[src/sv/sktl_pkg.sv]
package sktl_pkg;

    localparam int KEY_W            = 32;
    localparam int PLO_W            = 64;
    localparam int PHI_W            = 56;
    localparam int STATUS_W         = 3;
    localparam int DEFAULT_CAPACITY = 16;

    typedef enum logic [STATUS_W-1:0] {
        ST_INSERTED  = 3'd0,
        ST_DUPLICATE = 3'd1,
        ST_FULL      = 3'd2,
        ST_FOUND     = 3'd3,
        ST_NOT_FOUND = 3'd4
    } status_t;

    typedef enum logic {
        OP_INSERT = 1'b0,
        OP_LOOKUP = 1'b1
    } op_t;

    typedef struct packed {
        logic lt;
        logic eq;
    } cell_flags_t;

endpackage

[src/sv/sktl_cell.sv]
module sktl_cell #(
    parameter int CAPACITY = sktl_pkg::DEFAULT_CAPACITY,
    parameter int INDEX    = 0
) (
    input  logic                                clk,
    input  logic [$clog2(CAPACITY+1)-1:0]       count,
    input  logic                                cmp_en,
    input  logic                                upd_en,
    input  logic signed [sktl_pkg::KEY_W-1:0]   cmp_key,
    input  logic signed [sktl_pkg::KEY_W-1:0]   new_key,
    input  logic [sktl_pkg::PLO_W-1:0]          new_low,
    input  logic [sktl_pkg::PHI_W-1:0]          new_high,
    input  logic                                prev_lt,
    input  logic signed [sktl_pkg::KEY_W-1:0]   prev_key,
    input  logic [sktl_pkg::PLO_W-1:0]          prev_low,
    input  logic [sktl_pkg::PHI_W-1:0]          prev_high,
    output logic signed [sktl_pkg::KEY_W-1:0]   cur_key,
    output logic [sktl_pkg::PLO_W-1:0]          cur_low,
    output logic [sktl_pkg::PHI_W-1:0]          cur_high,
    output sktl_pkg::cell_flags_t               flags,
    output logic [sktl_pkg::PLO_W-1:0]          hit_low,
    output logic [sktl_pkg::PHI_W-1:0]          hit_high
);
    import sktl_pkg::*;

    localparam int CW = $clog2(CAPACITY + 1);
    localparam logic [CW-1:0] POS = CW'(INDEX);

    logic signed [KEY_W-1:0] key_reg;
    logic [PLO_W-1:0]        low_reg;
    logic [PHI_W-1:0]        high_reg;
    cell_flags_t             flags_reg;
    cell_flags_t             flags_next;
    logic                    occupied;

    assign occupied      = count > POS;
    assign flags_next.lt = occupied && (key_reg < cmp_key);
    assign flags_next.eq = occupied && (key_reg == cmp_key);

    always_ff @(posedge clk)
    begin
        if (cmp_en)
        begin
            flags_reg <= flags_next;
        end
        if (upd_en && !flags_reg.lt)
        begin
            if (prev_lt)
            begin
                key_reg  <= new_key;
                low_reg  <= new_low;
                high_reg <= new_high;
            end
            else
            begin
                key_reg  <= prev_key;
                low_reg  <= prev_low;
                high_reg <= prev_high;
            end
        end
    end

    assign cur_key  = key_reg;
    assign cur_low  = low_reg;
    assign cur_high = high_reg;
    assign flags    = flags_reg;
    assign hit_low  = flags_reg.eq ? low_reg : '0;
    assign hit_high = flags_reg.eq ? high_reg : '0;

endmodule

[src/sv/sorted_key_table_insert_lookup.sv]
// Sorted key table: up to CAPACITY entries kept in ascending signed key order in a row of
// cells, one entry to a cell. An item is taken on the edge where in_valid and in_ready are
// both high; on that edge every cell compares its key with the item's key and registers the
// result. In S_EXEC, when the output register is free or being read, an insert whose key
// is not yet in a table that is not full shifts the cells from the insertion point onwards
// up by one place, the new entry lands in the gap, and the result goes into the output
// register. A new item is taken only once the last has left S_EXEC: the compare stage is
// followed by the shift stage of the cell row, and the shift stage waits while an earlier
// result has not been taken. The table is empty after reset and needs no clearing pass.
module sorted_key_table_insert_lookup #(
    parameter int CAPACITY = sktl_pkg::DEFAULT_CAPACITY
) (
    input  logic                                 clk,
    input  logic                                 rst_n,
    input  logic                                 in_valid,
    output logic                                 in_ready,
    input  logic                                 operation,
    input  logic signed [sktl_pkg::KEY_W-1:0]    key,
    input  logic [sktl_pkg::PLO_W-1:0]           payload_low,
    input  logic [sktl_pkg::PHI_W-1:0]           payload_high,
    output logic                                 out_valid,
    input  logic                                 out_ready,
    output logic [sktl_pkg::STATUS_W-1:0]        status,
    output logic [sktl_pkg::PLO_W-1:0]           found_low,
    output logic [sktl_pkg::PHI_W-1:0]           found_high
);
    import sktl_pkg::*;

    localparam int CW = $clog2(CAPACITY + 1);
    localparam logic [CW-1:0] FULL_COUNT = CW'(CAPACITY);

    typedef enum logic {
        S_IDLE,
        S_EXEC
    } state_t;

    state_t                  state_reg;
    logic [CW-1:0]           count_reg;
    logic                    op_reg;
    logic signed [KEY_W-1:0] key_reg;
    logic [PLO_W-1:0]        plo_reg;
    logic [PHI_W-1:0]        phi_reg;
    logic                    out_valid_reg;
    status_t                 status_reg;
    logic [PLO_W-1:0]        found_low_reg;
    logic [PHI_W-1:0]        found_high_reg;

    logic signed [KEY_W-1:0] cell_key  [CAPACITY];
    logic [PLO_W-1:0]        cell_low  [CAPACITY];
    logic [PHI_W-1:0]        cell_high [CAPACITY];
    cell_flags_t             cell_flags[CAPACITY];
    logic [PLO_W-1:0]        hit_low   [CAPACITY];
    logic [PHI_W-1:0]        hit_high  [CAPACITY];

    logic                    accept;
    logic                    exec_go;
    logic                    do_insert;
    logic                    any_eq;
    logic [PLO_W-1:0]        match_low;
    logic [PHI_W-1:0]        match_high;
    status_t                 status_next;

    assign in_ready  = (state_reg == S_IDLE);
    assign accept    = in_valid && in_ready;
    assign exec_go   = (state_reg == S_EXEC) && (!out_valid_reg || out_ready);
    assign do_insert = exec_go && (op_reg == OP_INSERT) && !any_eq
                       && (count_reg != FULL_COUNT);

    genvar gi;
    generate
        for (gi = 0; gi < CAPACITY; gi++)
        begin : g_cell
            logic                    p_lt;
            logic signed [KEY_W-1:0] p_key;
            logic [PLO_W-1:0]        p_low;
            logic [PHI_W-1:0]        p_high;

            if (gi == 0)
            begin : g_first
                assign p_lt   = 1'b1;
                assign p_key  = key_reg;
                assign p_low  = plo_reg;
                assign p_high = phi_reg;
            end
            else
            begin : g_rest
                assign p_lt   = cell_flags[gi-1].lt;
                assign p_key  = cell_key[gi-1];
                assign p_low  = cell_low[gi-1];
                assign p_high = cell_high[gi-1];
            end

            sktl_cell #(
                .CAPACITY (CAPACITY),
                .INDEX    (gi)
            ) u_cell (
                .clk       (clk),
                .count     (count_reg),
                .cmp_en    (accept),
                .upd_en    (do_insert),
                .cmp_key   (key),
                .new_key   (key_reg),
                .new_low   (plo_reg),
                .new_high  (phi_reg),
                .prev_lt   (p_lt),
                .prev_key  (p_key),
                .prev_low  (p_low),
                .prev_high (p_high),
                .cur_key   (cell_key[gi]),
                .cur_low   (cell_low[gi]),
                .cur_high  (cell_high[gi]),
                .flags     (cell_flags[gi]),
                .hit_low   (hit_low[gi]),
                .hit_high  (hit_high[gi])
            );
        end
    endgenerate

    always_comb
    begin
        any_eq     = 1'b0;
        match_low  = '0;
        match_high = '0;
        for (int i = 0; i < CAPACITY; i++)
        begin
            any_eq     = any_eq | cell_flags[i].eq;
            match_low  = match_low | hit_low[i];
            match_high = match_high | hit_high[i];
        end
    end

    always_comb
    begin
        if (op_reg == OP_LOOKUP)
        begin
            status_next = any_eq ? ST_FOUND : ST_NOT_FOUND;
        end
        else if (any_eq)
        begin
            status_next = ST_DUPLICATE;
        end
        else if (count_reg == FULL_COUNT)
        begin
            status_next = ST_FULL;
        end
        else
        begin
            status_next = ST_INSERTED;
        end
    end

    always_ff @(posedge clk)
    begin
        if (accept)
        begin
            op_reg  <= operation;
            key_reg <= key;
            plo_reg <= payload_low;
            phi_reg <= payload_high;
        end
    end

    always_ff @(posedge clk or negedge rst_n)
    begin
        if (!rst_n)
        begin
            state_reg      <= S_IDLE;
            count_reg      <= '0;
            out_valid_reg  <= 1'b0;
            status_reg     <= ST_INSERTED;
            found_low_reg  <= '0;
            found_high_reg <= '0;
        end
        else
        begin
            case (state_reg)
                S_IDLE:
                begin
                    if (accept)
                    begin
                        state_reg <= S_EXEC;
                    end
                    if (out_valid_reg && out_ready)
                    begin
                        out_valid_reg <= 1'b0;
                    end
                end
                S_EXEC:
                begin
                    if (exec_go)
                    begin
                        state_reg     <= S_IDLE;
                        out_valid_reg <= 1'b1;
                        status_reg    <= status_next;
                        if (op_reg == OP_LOOKUP)
                        begin
                            found_low_reg  <= match_low;
                            found_high_reg <= match_high;
                        end
                        else
                        begin
                            found_low_reg  <= '0;
                            found_high_reg <= '0;
                        end
                        if (do_insert)
                        begin
                            count_reg <= count_reg + 1'b1;
                        end
                    end
                end
                default:
                begin
                    state_reg <= S_IDLE;
                end
            endcase
        end
    end

    assign out_valid  = out_valid_reg;
    assign status     = status_reg;
    assign found_low  = found_low_reg;
    assign found_high = found_high_reg;

endmodule

[config.mk]
export PLATFORM = sky130hd
export DESIGN_NAME = sorted_key_table_insert_lookup
export DESIGN_NICKNAME = d
export VERILOG_FILES = /design/src/sv/sktl_pkg.sv /design/src/sv/sktl_cell.sv /design/src/sv/sorted_key_table_insert_lookup.sv
export SDC_FILE = /design/constraint.sdc
export NUM_CORES = 2
export LEC_CHECK = 0
export ABC_CLOCK_PERIOD_IN_PS = 24200
export BUFFER_PORTS_ARGS = -buffer_cell sky130_fd_sc_hd__clkbuf_2
export CORE_MARGIN = 2
export CORE_UTILIZATION = 35
export DETAILED_ROUTE_END_ITERATION = 10
export GPL_TIMING_DRIVEN = 0
export PLACE_DENSITY = 0.5
export SYNTH_ARGS = -nofsm -noshare
export SYNTH_HDL_FRONTEND = slang
export SYNTH_SLANG_ARGS = --single-unit
export TNS_END_PERCENT = 50
[constraint.sdc]
create_clock -name clk -period 24.2 [get_ports clk]
set_input_delay 1.21 -clock clk [delete_from_list [all_inputs] [get_ports clk]]
set_output_delay 1.21 -clock clk [all_outputs]
set_load 0.1 [all_outputs]
==> Implementation_results.wiki <==
{| class="wikitable"
! Metric !! Value
|-
| Tot Pwr || 14.7 mW
|-
| Seq. cell area || 81800 um2
|-
| CTS HTree Levels || 5
|-
| Worst Path Buf+Inv || 7
|-
| Layout overhead on the synthesized area || 18.1%
|-
| Synth top area cells || sky130_fd_sc_hd__edfxtp_1 59%, sky130_fd_sc_hd__mux2_2 19%, sky130_fd_sc_hd__ha_1 4.9%, sky130_fd_sc_hd__a22oi_1 3.6%, sky130_fd_sc_hd__dfrtp_1 2.5%
|-
| Mean number of vias per cell || 6.32
|-
| Portion of the clock cycle consumed by the worst path in the final layout || 18.6%
|-
| Worst-skew pair later-pin latency || 1000 ps
|-
| Width of the chip || 619 um
|-
| Worst R2R Setup Slack || 19700 ps
|-
| RD Place Congestion || 0.920
|-
| Worst endpoint data arrival time || 5150 ps
|-
| Count of placed standard cells in the final layout, fillers left out || 14901
|-
| Vert. Die Dim || 619 um
|-
| Result of the run || complete, but fails checks
|-
| Critical path's slowest cell || sky130_fd_sc_hd__or4_4
|-
| Slew @ Worst Pin || 1680 ps
|-
| Worst path cell trace || nor4_1, nand4_1, or4_4, buf_6, buf_8, nor2_4, buf_16, buf_12, buf_12, buf_12, buf_12
|-
| Crit-path most repeated cell || sky130_fd_sc_hd__buf_12
|-
| Number of standard cells after synthesis || 8724
|-
| Minimum period implied by the final worst setup slack || 4500 ps
|-
| First-pass GRT wire length || 811000 um
|-
| Async SR Flop Fraction || 4.73%
|-
| Setup repair after global routing missed its margin || false
|-
| Cell type with the largest total area after synthesis || sky130_fd_sc_hd__edfxtp_1
|-
| WL/cell || 41.4 um
|-
| Most used standard cell by instance count after synthesis || sky130_fd_sc_hd__edfxtp_1
|-
| Global-route congestion overflow total || 0
|-
| Placed wire-length estimate after detailed placement || 431000 um
|-
| Startpoint type of the worst setup path || flop
|-
| Row count || 225
|-
| EDFF count, synth || 2617
|-
| Hold_buf cts || 0
|-
| Root Driver || sky130_fd_sc_hd__clkbuf_16
|-
| Register bit total from synthesis || 2747
|-
| Antenna-violating nets left || 0
|-
| Post_cts resized || 0
|-
| Highest Clock Rate || 222 MHz
|-
| Net count of the mapped netlist || 9398
|-
| Delay-heaviest family, CP || simple AND/OR/NAND/NOR gates
|-
| Number of failing setup endpoints in the final timing report || 0
|-
| Number of buffers inserted during clock tree synthesis || 326
|-
| Clock-pin slew reported for the worst setup and hold paths after clock tree synthesis || 60 ps
|-
| Endpoint class of the critical path || flop
|-
| Ys Warns || 0
|-
| Sequential fraction of the synthesis area || 61.8%
|-
| Hold Path Class || primary input to asynchronous set/reset pin
|-
| Most used standard cells in the synthesized netlist || 2617 x sky130_fd_sc_hd__edfxtp_1, 2276 x sky130_fd_sc_hd__mux2_2, 628 x sky130_fd_sc_hd__a22oi_1
|-
| Via count of the first global-routing pass || 90426
|-
| Power per Cell Area || 93.9 nW/um2
|-
| Highest fanout seen on the critical path || 19
|-
| Failing checks || max-capacitance violations, max-slew violations
|-
| Hold Vio Cnt, Final || 0
|-
| Number of nets in the layout || 10257
|-
| Antenna violations before repair || 92
|-
| Max FFs per register || 1024
|-
| Critical setup path kind || flop to flop
|-
| Setup TNS || 0 ps
|-
| Final-report max-slew violation count || 88
|-
| Core Footprint || 376000 um2
|-
| Final wirelength || 617000 um
|-
| Cell total after placement || 14249
|-
| Headroom to the max-slew limit || -11.9%
|-
| Required time at the endpoint of the critical path || 24850 ps
|-
| Detailed Routing Iterations Pass 1 || 6
|-
| Mean instance size in the synthesized netlist || 15.2 um2
|-
| Starting utilization of the core area || 35.2%
|-
| Number of distinct library cell variants in the gate-level netlist after synthesis || 56
|-
| Max incr delay on CP || 680 ps
|-
| Pin count of the biggest net entering global routing || 54
|-
| Core utilization of the finished layout || 41.6%
|-
| Highest ir drop seen on vdd || 0.0833 mV
|-
| Count of filler cells inserted in the layout || 34440
|-
| Routed vias || 94173
|-
| Layout cell share with drive strength beyond 1 || 35.7%
|-
| Clock tree skew after final layout || 79.4 ps
|-
| Post-route DRC violation count || 0
|-
| Multi-input combinational cell area || 48000 um2
|-
| Number of buffers between clock root and the deepest sink || 4
|-
| TritonCTS clock tree || done
|-
| Top_reg_cell synth || sky130_fd_sc_hd__edfxtp_1
|-
| Total clock sinks || 2747
|-
| # port buffers || 281
|-
| First DRT Iteration DRCs || 15499
|-
| Global routing usage summed across all routing layers || 31.2%
|-
| Cell area after synthesis || 132000 um2
|-
| Post-CTS repair timing setup buffer count || 0
|-
| Number of max-cap violations || 9
|-
| Post-synth top area share || 59.3%
|-
| Top-level I/O count || 282
|-
| Die Outline Area || 383000 um2
|-
| Standby leakage power || 53.4 nW
|}
==> area by class of cell <==
type	instances	area share, %
Clock inverter	165	0.984
Antenna cell	52	0.0832
Tap cell	4994	4.00
Sequential cell	2747	52.3
Clock buffer	435	5.73
Multi-Input combinational cell	5252	30.7
Buffer	662	1.77
Timing Repair Buffer	531	4.29
Inverter	63	0.151
==> through the flow <==
step	hold WS (ps)	setup slack (ps)	cell area, um2
6_report	131	19700	156000
5_1_grt	152	19630	156000
3_5_place_dp	474	19380	146000
2_1_floorplan	507	14250	132000
4_1_cts	113	19820	156000
3_3_place_gp	467	3120	140000
==> report_power, final <==
group	switching, mW	internal (mW)
Clock	2.16	2.86
Sequential	0.217	5.51
Combinational	2.86	1.08
Total	5.24	9.44
==> worst paths after layout <==
path / end / cells past startpoint / startpoint
max: g_cell[11].u_cell.cur_low[53] / 11 / g_cell[3].u_cell.flags[0]
min: found_low[55] / 1 / rst_n
max reg2reg: g_cell[11].u_cell.cur_low[53] / 11 / g_cell[3].u_cell.flags[0]
min reg2reg: found_low[43] / 2 / found_low[43]
max in group asynchronous: found_high[46] / 3 / rst_n
min in group clk: g_cell[0].p_low[43] / 1 / payload_low[43]
==> per-layer routing <==
metal	track usage [%]	vias up	share of wire, %
li1	-	36920	-
met1	40.8	48653	38
met2	45.9	7026	43
met3	9.05	1554	12
met4	18.5	20	6.7
met5	0	-	0.020
==> placed cells by master (no fill, tap or decap), drive strengths merged, types with 4 or more instances in the layout <==
cell type / count
a221oi: 195
clkinv: 117
nor2: 64
mux2: 2276
a22o: 174
nor2b: 28
and4: 46
clkinvlp: 12
a221o: 4
nand3: 213
nand4: 140
and3: 4
a21o: 50
a22oi: 628
o31ai: 4
bufinv: 23
or4: 4
clkbuf: 1301
or3: 8
inv: 76
nor4: 19
o41ai: 8
a21boi: 9
buf: 327
o21a: 5
o21ai: 315
diode: 52
ha: 517
a31oi: 4
a211oi: 4
nor3: 22
nand2: 270
a21oi: 183
dfrtp: 130
edfxtp: 2617
o211ai: 23
==> kinds of logic (layout without fill, tap and decap cells) <==
logic type      after synthesis  after routing  synth area share, %
compound gates             1621           1621                 8.63
xor+xnor                      3              3               0.0198
fa+ha+maj                   517            517                 4.88
buf+inv                     725           1856                 2.08
flops                      2747           2747                 61.8
mux                        2278           2278                 19.4
other cells                   0             52                    0
simple gates                833            833                 3.25
(Power assumes the default switching activity.)
